File: src/rtl/assert_macros.svh
// assertion macros used by the top-level rtl file
`ifndef ASSERT_MACROS_SVH
`define ASSERT_MACROS_SVH

// antecedent implies consequent in the same cycle
`define PCB_ASSERT_IMPL(lbl, clk, rst_n, ante, cons) \
  lbl: assert property (@(posedge clk) disable iff (!rst_n) (ante) |-> (cons)) \
    else $error("assertion failed");

// antecedent implies consequent in the next cycle
`define PCB_ASSERT_NEXT(lbl, clk, rst_n, ante, cons) \
  lbl: assert property (@(posedge clk) disable iff (!rst_n) (ante) |=> (cons)) \
    else $error("assertion failed");

`endif

File: src/rtl/pcb_pkg.sv
// shared types and constants for the polygon centroid block
`timescale 1ns / 1ps
`default_nettype none
package pcb_pkg;
  // accumulator and divider widths, sized for the largest vertex store
  localparam int SW    = 48;   // signed shoelace sum
  localparam int GW    = 64;   // signed weighted sums
  localparam int MAGW  = 47;   // magnitude of shoelace sum
  localparam int D3W   = 49;   // three times the magnitude
  localparam int DENW  = 50;   // divisor, six times the magnitude
  localparam int NUMW  = 74;   // dividend
  localparam int QW    = 25;   // kept quotient bits
  localparam int CNTW  = 7;    // divider step counter

  localparam logic [1:0] CMD_ADD    = 2'd0;
  localparam logic [1:0] CMD_REMOVE = 2'd1;
  localparam logic [1:0] CMD_CLEAR  = 2'd2;
  localparam logic [1:0] CMD_CALC   = 2'd3;

  localparam logic [2:0] ST_OK     = 3'd0;
  localparam logic [2:0] ST_DUP    = 3'd1;
  localparam logic [2:0] ST_FULL   = 3'd2;
  localparam logic [2:0] ST_EMPTY  = 3'd3;
  localparam logic [2:0] ST_DEGEN  = 3'd4;

  typedef struct packed {
    logic            done;
    logic            ovf;
    logic [QW-1:0]   quot;
  } div_res_t;
endpackage
`default_nettype wire

File: src/rtl/pcb_div.sv
// restoring divider, one quotient bit per cycle, with quotient overflow flag
`timescale 1ns / 1ps
`default_nettype none
module pcb_div (
  input  wire logic                     clk,
  input  wire logic                     rst_n,
  input  wire logic                     start,
  input  wire logic [pcb_pkg::NUMW-1:0] num,
  input  wire logic [pcb_pkg::DENW-1:0] den,
  output pcb_pkg::div_res_t             res
);
  logic [pcb_pkg::DENW-1:0] den_r;
  logic [pcb_pkg::DENW-1:0] rem_r;
  logic [pcb_pkg::NUMW-1:0] nsh_r;
  logic [pcb_pkg::QW-1:0]   q_r;
  logic                     ovf_r;
  logic                     busy_r;
  logic                     done_r;
  logic [pcb_pkg::CNTW-1:0] cnt_r;
  logic [pcb_pkg::DENW:0]   trial;
  logic [pcb_pkg::DENW:0]   diff;
  logic                     qbit;

  assign trial = {rem_r, nsh_r[pcb_pkg::NUMW-1]};
  assign diff  = trial - {1'b0, den_r};
  assign qbit  = (trial >= {1'b0, den_r});

  always_ff @(posedge clk) begin
    if (!rst_n) begin
      busy_r <= 1'b0;
      done_r <= 1'b0;
    end else begin
      done_r <= 1'b0;
      if (start) begin
        busy_r <= 1'b1;
        den_r  <= den;
        nsh_r  <= num;
        rem_r  <= '0;
        q_r    <= '0;
        ovf_r  <= 1'b0;
        cnt_r  <= '0;
      end else if (busy_r) begin
        rem_r <= qbit ? diff[pcb_pkg::DENW-1:0] : trial[pcb_pkg::DENW-1:0];
        nsh_r <= {nsh_r[pcb_pkg::NUMW-2:0], 1'b0};
        // bits shifted past the kept width only mark saturation
        q_r   <= {q_r[pcb_pkg::QW-2:0], qbit};
        ovf_r <= ovf_r | q_r[pcb_pkg::QW-1];
        cnt_r <= cnt_r + 1'b1;
        if (cnt_r == pcb_pkg::CNTW'(pcb_pkg::NUMW - 1)) begin
          busy_r <= 1'b0;
          done_r <= 1'b1;
        end
      end
    end
  end

  assign res.done = done_r;
  assign res.ovf  = ovf_r;
  assign res.quot = q_r;
endmodule
`default_nettype wire

File: config.mk
export PLATFORM = sky130hd
export DESIGN_NAME = pcb_div
export DESIGN_NICKNAME = d
export VERILOG_FILES = /design/src/rtl/assert_macros.svh /design/src/rtl/pcb_pkg.sv /design/src/rtl/pcb_div.sv
export SDC_FILE = /design/constraint.sdc
export NUM_CORES = 1
export LEC_CHECK = 0
export ABC_AREA = 1
export BUFFER_PORTS_ARGS = -buffer_cell sky130_fd_sc_hd__buf_2
export CAP_MARGIN = 0
export CORE_MARGIN = 2
export CORE_UTILIZATION = 30
export CTS_CLUSTER_SIZE = 30
export DETAILED_ROUTE_END_ITERATION = 8
export GPL_ROUTABILITY_DRIVEN = 0
export PLACE_DENSITY_LB_ADDON = 0.05
export SLEW_MARGIN = 20
export SYNTH_ARGS = -nofsm -noshare
export SYNTH_HDL_FRONTEND = slang
export SYNTH_SLANG_ARGS = --single-unit
export TNS_END_PERCENT = 100
File: constraint.sdc
create_clock -name clk -period 4.9 [get_ports clk]
set_input_delay 0.735 -clock clk [delete_from_list [all_inputs] [get_ports clk]]
set_output_delay 0.735 -clock clk [all_outputs]
set_load 0.02 [all_outputs]
-- Yosys cells after proc, flatten, opt, wreduce, memory -nomap -nowiden
Index checks and enable logic that the tools add are counted.
- register bits: 209
- bits in writable memories: 0
- memories kept: 0
- bits in read-only memories: 0
- word-level logic and storage cells: 30
- output and inout bits: 27
- bits in latches: 0
- shift-type cells: 0
- divide/modulo/power cells: 0
- $add $sub $neg: 2
- mux-type cells: 11
- bitwise gates (word level): 3
- multipliers: 0
- equal/unequal tests: 1
- magnitude comparators: 1
- reduce and logical (&&, ||, !) cells: 4
- operator list (kind ; count):
    74-bit two-way mux ; 2
    50-bit two-way mux ; 2
    51-bit by 50-bit >= comparator with 1-bit output ; 1
    50-bit subtractor ; 1
    25-bit two-way mux ; 1
    7-bit by 1-bit adder with 7-bit output (second input constant) ; 1
    7-bit equality test (second input constant) ; 1
    7-bit two-way mux ; 1
    1-bit two-way mux ; 5
    2-bit AND reduction ; 2
    3-bit OR reduction ; 1
    1-bit NOT ; 2
    2-bit nonzero test ; 1
    1-bit OR ; 1

-- Longest topological paths before layout
Gate-level depths: netlist of the first run.
- depth in word-level cells: 4
- gate-level depth with buffers: 17
- mapped depth without buffers: 16

-- Worst setup path before layout of the first run
Ideal clock, no wire load.
- kind: input to register
- start: input port start
- end: register cnt_r[0] (netlist bit) (enable)
- required time: 4.376 ns
- data arrival time: 4.370 ns
- path buffers: 1
- slack: 0.006 ns
- stages: 3
- library setup time: 0.524 ns
- cells stage by stage: clkbuf_1 nand2_1 nand2_1
- longest elaborated chain between the ends: 2
- ends and longest elaborated chain (item ; line ; source):
    from (decl) ; pcb_div.sv:7 ; input wire logic start,
    2-bit nonzero test (no line) ; n/a ;
    2-bit AND reduction (no line) ; n/a ;
    to (signal assigned) ; pcb_div.sv:48 ; cnt_r <= cnt_r + 1'b1;
    to (decl) ; pcb_div.sv:19 ; logic [pcb_pkg::CNTW-1:0] cnt_r;
No other way between the ends.
A chain may end at the register's enable or synchronous reset.

-- Worst setup path after layout of the first run
- start: register rem_r[17] (netlist bit)
- end: register rem_r[49] (netlist bit) (data pin)
- longest elaborated chain between the ends: 3
- elaborated cells between the ends (all ways): 4
- classes of those cells: add/sub: 1; order compare: 1; mux: 2
- ends and longest elaborated chain (item ; line ; source):
    from (decl) ; pcb_div.sv:13 ; logic [pcb_pkg::DENW-1:0] rem_r;
    from (signal assigned) ; pcb_div.sv:43 ; rem_r <= qbit ? diff[pcb_pkg::DENW-1:0] : trial[pcb_pkg::DENW-1:0];
    50-bit subtractor or 51-bit by 50-bit >= comparator with 1-bit output (tied branches) ; pcb_div.sv:25, pcb_div.sv:26 ;
    50-bit two-way mux (*) ; pcb_div.sv:43 ;
    50-bit two-way mux (*) ; pcb_div.sv:42 ; end else if (busy_r) begin
Mark *: on every way between the ends. The rest lies on a longest branch, timed or not. The select of a mux whose other input is x is not followed.

==> results of run 1 <==
registers in the layout, indices dropped and copies added, names as in the netlist:
name / flops
busy_r: 1
cnt_r: 7
den_r: 50
done_r: 1
nsh_r: 74
ovf_r: 1
q_r: 25
rem_r: 50
logic make-up (layout without fill, tap and decap cells):
| kind of cell | count (synthesis) | in the layout |
|---|---|---|
| xor+xnor | 24 | 24 |
| compound gates | 85 | 85 |
| flops | 209 | 209 |
| simple gates | 999 | 999 |
| fa+ha+maj | 53 | 53 |
| buf+inv | 353 | 525 |
| other cells | 0 | 3 |
path summary, 6_finish.rpt:
path	from	to	slack, ns	depth (start not counted)
max	rem_r[17]$_SDFFCE_PP0P_	rem_r[49]$_SDFFCE_PP0P_	1.88	14
min	den[37]	den_r[37]$_DFFE_PP_	0.32	1
max reg2reg	rem_r[17]$_SDFFCE_PP0P_	rem_r[49]$_SDFFCE_PP0P_	1.88	14
min reg2reg	nsh_r[72]$_DFFE_PP_	nsh_r[73]$_DFFE_PP_	0.49	2
cells in the final DEF (no fill, tap or decap), drive strengths merged:
cell type  instances
a21o               1
a21oi             37
and2               5
and3               1
buf              161
bufinv             2
clkbuf            32
clkinv            16
dfxtp              2
diode              3
edfxtp           207
fa                 1
ha                52
inv              314
nand2            670
nand3             55
nand3b            20
nand4             14
nor2             224
nor3               8
nor4               1
o21a               2
o21ai             42
o21bai             3
or2                1
xnor2              1
xor2              23
cell usage after synthesis (2+ instances only):
library cell and count:
xor2_1 23, nand3b_1 19, dfxtp_1 2, buf_4 2, nand2_2 10, o21ai_1 26, inv_1 306, and2_1 4
o21ai_0 16, ha_1 52, edfxtp_1 207, o21a_1 2, o21bai_1 3, buf_1 3, nor2_2 10, inv_2 7
nand2_1 659, clkbuf_1 22, nor2_4 6, buf_6 4, nand3_1 53, a21oi_1 36, nand4_1 13, buf_2 7
nor2_1 208, nor3_1 8
area by class of cell:
type,instances,area (µm²),share of cell area [%]
Sequential cell,209,6260,40.9
Multi-Input combinational cell,1161,5430,35.5
Inverter,314,1180,7.71
Timing Repair Buffer,161,841,5.50
Tap cell,585,732,4.79
Clock buffer,32,694,4.54
Clock inverter,18,150,0.982
Antenna cell,3,7.51,0.0491
worst max-delay path, stage by stage (launching register included):
cell	delay [ns]
edfxtp_1	0.39
ha_1	0.37
nand2_1	0.11
inv_1	0.10
nand2_2	0.09
nor2_4	0.19
nand4_2	0.13
nand3b_4	0.17
nand3_4	0.21
nand2_4	0.14
buf_4	0.54
nand2_1	0.24
nand2_1	0.11
nand2_1	0.05
inv_1	0.04
routing by layer:
layer | GRT usage [%] | routed length, µm | vias up
li1 | - | - | 5641
met1 | 22.8 | 17900 | 4846
met2 | 27.5 | 16600 | 173
met3 | 4.02 | 1940 | 54
met4 | 3.71 | 757 | 16
met5 | 0 | 104 | -
through the flow:
step                      worst slack, ns  total power (µW)  utilization (%)  hold slack, ns  area, µm²
after global placement               1.71              3950             33.6           0.492      14400
after global routing                 1.55              6230             35.6           0.290      15300
final                                1.88              5830             35.6           0.319      15300
after floorplan                   0.00633              3480                -           0.436      13100
after detailed placement             1.72              3950             33.6           0.496      14400
after CTS                            1.72              5940             35.6           0.281      15300
power by group:
part / internal [µW] / switching (µW) / leakage, µW / total [µW]
logic: 519 / 1100 / 0.00523 / 1620
clock network: 1120 / 813 / 0.000413 / 1930
registers: 2200 / 70.2 / 0.00203 / 2270
total: 3840 / 1990 / 0.00768 / 5830
==> results.ini, run 1 <==
[outcome]
status=finished, final reports clean

[floorplan]
io-pin-count=154
die_w_um=213
die_h_um=213
dieArea_mm2=0.0452
start_util_pct=30.4
rows=76
coreArea_mm2=0.0430

[timing]
skew_ns=0.0316
worst_pin_slew_ns=0.825
grt_setup_unrepaired=no
finalSetupViolCount=0
clock.fmax_mhz=331
finalSetupTns_ns=0
drv_slew=0
layout_min_cycle_time_ns=3.02
fin_crit_sh_pct=61.6
finalHoldViolations=0
max-slew-margin-rel_pct=45.0

[clocking]
cts-root-buf=clkbuf_16
post_cts_buffers=0
cts.clk_slew.worst_paths_ns=0.07
cts.sinks=209
cts_tree=done
cts_buffers=27
cts_resized=0
clkLatencyLatePin_ns=0.59
clk_path_buf_depth=3
holdBufCountCts=0
htreeDepth=1

[logic_synthesis]
yosys.area_share.adder_pct=5.13
synth_cell_types=41
syn_inst=1723
yosysTopAreaCellShare_pct=47.6
synth_area_per_cell_um2=7.58
synthMuxAreaShare_pct=0
synth_xor_area_share_pct=1.61
ys_async_sr_fraction_pct=0
synth_compound_area_share_pct=3.40
netlist_area_mm2=0.0131
synthFlopType=edfxtp_1
syn_nets=1903
synth_area_leader_cell=edfxtp_1
ys_seq_elements=209
synth_top_family_by_area=simple AND/OR/NAND/NOR gates
synthTopCellsByArea=edfxtp_1, nand2_1, inv_1
synth-warning-count=0
yosysSeqAreaShare_pct=47.9
synth_edf_count=207
synthSimpleGateAreaFrac_pct=31.4

[global_route]
grt_max_degree=81
grt_pass1_vias=10920
grtUsageTotal_pct=16.9
grt_antenna_before_repair=11
grt_overflow=0
grt_first_pass_wirelength_um=59600

[power]
p_leak_uw=0.00768
peakVddDrop_uv=241
cellPowerDensity_mw_per_mm2=381

[placed_design]
dp.cells=2430
io_buffers=153
dp_hpwl_um=28300

[detailed_routing]
drt_iter0_drc=610
routedWlPerCell_um=15.0
drtPass1Iterations=5
via_per_inst=4.32
ant_nets=0
vias=10730
routed_wl_um=37300
drc=0

[worst_hold_path]
hold_class=input pin to register

[setup_path]
path_class=register to register
critPathCaptureType=register
cp-start-kind=register
critPathMaxFanout=56
crit_arrival_ns=3.48
required_ns=5.36

[finish]
drive_above_1_share_pct=12.7
area_growth_pct=17.1
fillers=4728
stdcell_count=2483
final_nets=2054

[job]
cap_violations=0

(Power assumes the default switching activity.)
==> inputs of run 2 (changes only) <==
Settings changed: ABC_AREA 1 to 0.
Clock period 4.9 ns to 2.5 ns, I/O delays scaled along.
==> run 2 against run 1 <==
Core utilization grew 9.5 points. Design area grew 11%. Synthesized cell count down 42%. Critical path depth down 1. Combinational power increased by 150%. Clock power up 83%. Largest power group unchanged. Highest routed layer is now met4. The run now ends with negative setup slack left. Sequential power is 92% higher. Die area is 12% lower. Flip-flop and latch count did not move. Sequential share of layout area fell by 3.9 points.
==> results.ini, run 2 <==
[outcome]
status=finished with violations
violations=negative setup slack

[clocking]
cts_tree=done
clk_path_buf_depth=3
clkLatencyLatePin_ns=0.56
htreeDepth=1
cts.sinks=209
cts_buffers=27
cts-root-buf=clkbuf_16
cts.clk_slew.worst_paths_ns=0.06

[detailed_routing]
vias=9128
ant_nets=0
routedWlPerCell_um=16.9
drtPass1Iterations=5
via_per_inst=4.68
drc=0
drt_iter0_drc=400
routed_wl_um=33000

[finish]
reg.largest.list=nsh_r x74, den_r x50, rem_r x50
area_growth_pct=48.1
fin_area_mm2=0.0169
most-common-layout-cells=buf_4, edfxtp_1, buf_2
final_common_cell=buf_4
drive_above_1_share_pct=45.3
largest-register=nsh_r
largest_reg_flops=74
antenna_cells=0
final_nets=1601

[placed_design]
place_area_mm2=0.0146
dp_hpwl_um=22600
io_buffers=153

[timing]
finalSetupViolCount=51
skew_ns=0.0134
finalHoldViolations=0
drv_slew=0
layout_min_cycle_time_ns=3.16
clock.fmax_mhz=317
fin_crit_sh_pct=126
max-slew-margin-rel_pct=58.9
grt_setup_unrepaired=yes
worst_pin_slew_ns=0.608
timing.final.ws_setup_ns=-0.656

[logic_synthesis]
synth_area_per_cell_um2=11.5
yosysTopAreaCellShare_pct=54.4
synth_commonest_cells=edfxtp_1, nand2_1, a21oi_1
netlist_area_mm2=0.0114
syn_nets=1177
synthFlopType=edfxtp_1
synth_area_leader_cell=edfxtp_1
ys_async_sr_fraction_pct=0
synth_edf_count=207
synth_most_common_cell=edfxtp_1
synth_cell_types=66
synthTopCellsByArea=edfxtp_1, mux2_2, ha_1
ys_seq_elements=209
syn_inst=997
synth-warning-count=0
yosysSeqAreaShare_pct=54.7

[setup_path]
crit_end=rem_r[42]$_SDFFCE_PP0P_
rr_worst_depth=13
crit_slowest_cell=edfxtp_1
critPathCaptureType=register
crit_path_start=rem_r[16]$_SDFFCE_PP0P_
path_cells=ha_4 -> buf_4 -> nand2_4 -> nor3_4 -> buf_4 -> a211oi_4 -> o21ai_2 -> o211a_4 -> o2111ai_4 -> a21oi_4 -> clkbuf_16 -> and4_1 -> a311o_1
critPathMaxFanout=6
ff2ff_setup_slack_ns=-0.66
cp-start-kind=register
path_class=register to register
critPathMostFrequentCell=buf_4
rr_endpoint=rem_r[42]$_SDFFCE_PP0P_
required_ns=2.80
crit_arrival_ns=3.46
max_stage_delay_ns=0.44
r2r-start=rem_r[16]$_SDFFCE_PP0P_

[global_route]
grt_first_pass_wirelength_um=51300
grt_overflow=0
grt_max_degree=111
grt_pass1_vias=9386
grt_antenna_before_repair=0
grtUsageTotal_pct=16.5

[floorplan]
io-pin-count=154
start_util_pct=30.4
coreArea_mm2=0.0376
die_h_um=199
dieArea_mm2=0.0397
rows=71
die_w_um=199

[worst_hold_path]
worst_hold_startpoint=den[0]
hold_class=input pin to register

[power]
cellPowerDensity_mw_per_mm2=702
p_total_uw=11900
peakVddDrop_uv=520
p_leak_uw=0.00704

[job]
cap_violations=0

-- run 2: metal layers --
| metal | routed length [µm] | up-vias | share of wire, % | global-route usage (%) |
|---|---|---|---|---|
| met5 | 0 | - | 0 | 0 |
| met4 | 734 | 0 | 2.2 | 3.95 |
| met3 | 1510 | 40 | 4.6 | 3.43 |
| met2 | 14900 | 154 | 45 | 26.4 |
| met1 | 15800 | 4371 | 48 | 23.0 |
| li1 | - | 4563 | - | - |
-- run 2: layout make-up --
class	instances	area [µm²]
flip-flops and latches	209	6260
multi-input cells	683	5660
clock buffers	34	702
fillers	3605	20700
repair buffers	439	3360
inverters	61	229
well taps	511	639
clock inverters	14	83.8
-- run 2: repair_timing --
item                                    CTS  global route
hold buffers                             48             0
resized for setup                        54           119
cloned                                    7             3
endpoints found under the hold margin    48             0
pin swaps                                15            67
setup buffers                            11            18
endpoints found under the setup margin   51            51
-- run 2: cells by family (layout without fill, tap and decap cells) --
| family | count (synthesis) | in the layout | synth area share, % |
|---|---|---|---|
| buffers and inverters | 107 | 548 | 3.84 |
| xor gates and xnor gates | 40 | 40 | 3.07 |
| AOI/OAI and AO/OA | 224 | 226 | 12.8 |
| and+or+nand+nor | 291 | 291 | 12.5 |
| muxes | 73 | 73 | 7.19 |
| DFF | 209 | 209 | 54.7 |
| adders and majority gates | 53 | 53 | 5.87 |
-- run 2: how the worst min path moves through the flow --
| stage | to | slack [ns] | cells after the start |
|---|---|---|---|
| 2_1_floorplan | done_r$_SDFF_PP0_ | 0.43 | 2 |
| 4_1_cts | den_r[0]$_DFFE_PP_ | 0.02 | 1 |
| 6_report | den_r[0]$_DFFE_PP_ | 0.03 | 1 |
| 3_3_place_gp | done_r$_SDFF_PP0_ | 0.44 | 2 |
| 5_1_grt | den_r[0]$_DFFE_PP_ | 0.01 | 1 |
| 3_5_place_dp | done_r$_SDFF_PP0_ | 0.44 | 2 |
-- run 2: where the power goes --
part / switching [µW] / total [µW] / leakage [µW] / internal, µW
combinational: 1990 / 4010 / 0.00466 / 2020
clock: 1550 / 3540 / 0.000374 / 1980
sequential: 126 / 4350 / 0.00200 / 4220
-- run 2: metrics by stage --
step | cells | hold slack, ns | setup TNS [ns] | setup slack, ns | utilization, %
6_report | 1951 | 0.0327 | -28.25 | -0.656 | 45.0
5_1_grt | 1951 | 0.0147 | -35.91 | -0.791 | 45.0
4_1_cts | 1935 | 0.0163 | -32.14 | -0.719 | 43.4
3_5_place_dp | 1821 | 0.444 | -33.66 | -0.801 | 38.7
3_3_place_gp | 1821 | 0.439 | -31.40 | -0.724 | 38.7
2_1_floorplan | 997 | 0.432 | -13.04 | -0.449 | -
-- run 2: worst max-delay path, delay by kind of cell (launching register included) --
kind                     cells  cell delay, ns
AO/OA/AOI/OAI                6            1.45
AND/OR/NAND/NOR              3            0.28
flip-flops                   1            0.44
adder cells (fa/ha/maj)      1            0.26
buffers and inverters        3            0.47
==> inputs of run 3 (changes only) <==
==> constraint.sdc (replaced) <==
create_clock -name clk -period 2.5 [get_ports clk]
set_input_delay 0.75 -clock clk [delete_from_list [all_inputs] [get_ports clk]]
set_output_delay 0.75 -clock clk [all_outputs]
set_load 0.02 [all_outputs]
==> run 3 against run 2 <==
Die area unchanged. Highest routed layer is now met5. Via count about the same. Largest power group unchanged. The flow still finishes with violations (negative setup slack). Wire length up 0.93%. Critical path depth is 2 lower. Largest cell class unchanged. Count of clock-buffer cells in the layout unchanged. First-iteration DRC count rose by 8.5%. Maximum frequency fell by 1.2%. Design area barely moved. Flip-flop and latch count is the same.
==> results.ini, run 3 (same netlist as run 2, synthesis figures left out) <==
[finish]
largest-register=nsh_r
most-common-layout-cells=buf_4, edfxtp_1, buf_2
largest_reg_flops=74
drive_above_1_share_pct=48.5
stdcell_count=1926
area_growth_pct=48.1
final_common_cell=buf_4
final_nets=1573
fin_area_mm2=0.0169
reg.largest.list=nsh_r x74, den_r x50, rem_r x50

[floorplan]
die_w_um=199
die_h_um=199
rows=71
start_util_pct=30.4
io-pin-count=154
coreArea_mm2=0.0376
dieArea_mm2=0.0397

[power]
combinationalPowerShare_pct=33.2
intPower_uw=8770
p_leak_uw=0.00704
peakVddDrop_uv=489
sw_frac_of_total_pct=30.0
switching_power_uw=3750
clkPwrFrac_pct=32.1
p_seq_share_pct=34.8
cellPowerDensity_mw_per_mm2=740

[timing]
max-slew-margin-rel_pct=68.7
drv_slew=0
holdWs_ns=0.358
fin_crit_sh_pct=128
worst_pin_slew_ns=0.464
grt_setup_unrepaired=yes
timing.final.ws_setup_ns=-0.695
finalSetupViolCount=51
skew_ns=0.0227
layout_min_cycle_time_ns=3.19
clock.fmax_mhz=313
finalHoldViolations=0

[detailed_routing]
vias=9131
drc=0
drt_iter0_drc=434
routed_wl_um=33300
via_per_inst=4.74
ant_nets=0
routedWlPerCell_um=17.3
drtPass1Iterations=7

[setup_path]
path_class=register to register
critPathMaxFanout=4
crit_arrival_ns=3.52
required_ns=2.82
cp-start-kind=register
critPathCaptureType=register

[placed_design]
post-place-ws_ns=-0.771
place_area_mm2=0.0146
dp_hpwl_um=22700
io_buffers=153
dp.cells=1825

[outcome]
violations=negative setup slack
status=finished with violations

[clocking]
clkLatencyLatePin_ns=0.56
htreeDepth=1
cts-root-buf=clkbuf_16
cts_tree=done
cts.clk_slew.worst_paths_ns=0.07
cts_buffers=26
cts.sinks=209
clk_path_buf_depth=3

[global_route]
grt_pass1_vias=9513
grt_overflow=0
grtUsageTotal_pct=16.9
grt_first_pass_wirelength_um=52300
grt_max_degree=75
grt_antenna_before_repair=7

[job]
cap_violations=0

[worst_hold_path]
hold_class=input pin to register

==> run 3: cell count changes in the layout (fill, tap and decap cells not counted), moves of 5 or more <==
cell / delta
nor2_1: -5
a21oi_2: -5
ha_4: +5
buf_4: +5
buf_6: +11
bufinv_16: +5
dlygate4sd3_1: -48
==> run 3: critical path: stages (launching register included) <==
cell and delay (ns):
edfxtp_1 0.47, buf_6 0.17, fa_2 0.38, a211oi_4 0.23
o211ai_1 0.16, and4bb_2 0.30, nor4b_4 0.28, nor4_2 0.10
o41a_2 0.46, a21oi_2 0.17, xnor2_1 0.08, a21o_1 0.17
==> run 3: per-layer routing <==
metal / wire, µm / vias to the layer above / track usage, %
li1: - / 4497 / -
met1: 15600 / 4411 / 23.0
met2: 15400 / 173 / 27.5
met3: 1760 / 42 / 3.93
met4: 553 / 8 / 3.57
met5: 40 / - / 0
==> run 3: worst paths after layout <==
path	cells after the start	from	slack [ns]	end
setup reg to reg	11	rem_r[0]$_SDFFCE_PP0P_	-0.69	rem_r[44]$_SDFFCE_PP0P_
setup / recovery	11	rem_r[0]$_SDFFCE_PP0P_	-0.69	rem_r[44]$_SDFFCE_PP0P_
hold reg to reg	2	busy_r$_SDFF_PN0_	0.48	done_r$_SDFF_PP0_
hold / removal	1	den[44]	0.36	den_r[44]$_DFFE_PP_
==> run 3: layout make-up <==
class | instances | area [µm²]
flip-flops and latches | 209 | 6260
repair buffers | 411 | 3140
inverters | 61 | 229
diodes | 2 | 5.00
multi-input cells | 684 | 5760
clock buffers | 34 | 681
well taps | 511 | 639
clock inverters | 14 | 216
fillers | 3570 | 20700
==> run 3: stage by stage <==
step	setup TNS, ns	total power (µW)	util (%)
2_1_floorplan	-13.76	6250	-
3_3_place_gp	-29.07	7550	38.8
3_5_place_dp	-31.39	7540	38.8
4_1_cts	-28.63	12600	44.3
5_1_grt	-36.65	13200	45.0
6_report	-30.22	12500	45.0
==> run 3: timing repair <==
action / 4_1_cts / 5_1_grt
cloned: 12 / 0
endpoints found under the hold margin: 0 / 0
pin swaps: 44 / 29
endpoints found under the setup margin: 51 / 51
buffers inserted: 30 / 14
hold buffers: 0 / 0
gates resized for setup: 146 / 64
==> run 3: power groups by stage <==
| stage | Sequential, µW | Combinational [µW] | Clock [µW] |
|---|---|---|---|
| 2_1_floorplan | 4400 | 1850 | 0 |
| 6_report | 4350 | 4150 | 4010 |
| 3_3_place_gp | 4400 | 3150 | 0 |
| 4_1_cts | 4350 | 4050 | 4160 |
| 3_5_place_dp | 4400 | 3140 | 0 |
| 5_1_grt | 4380 | 4510 | 4280 |
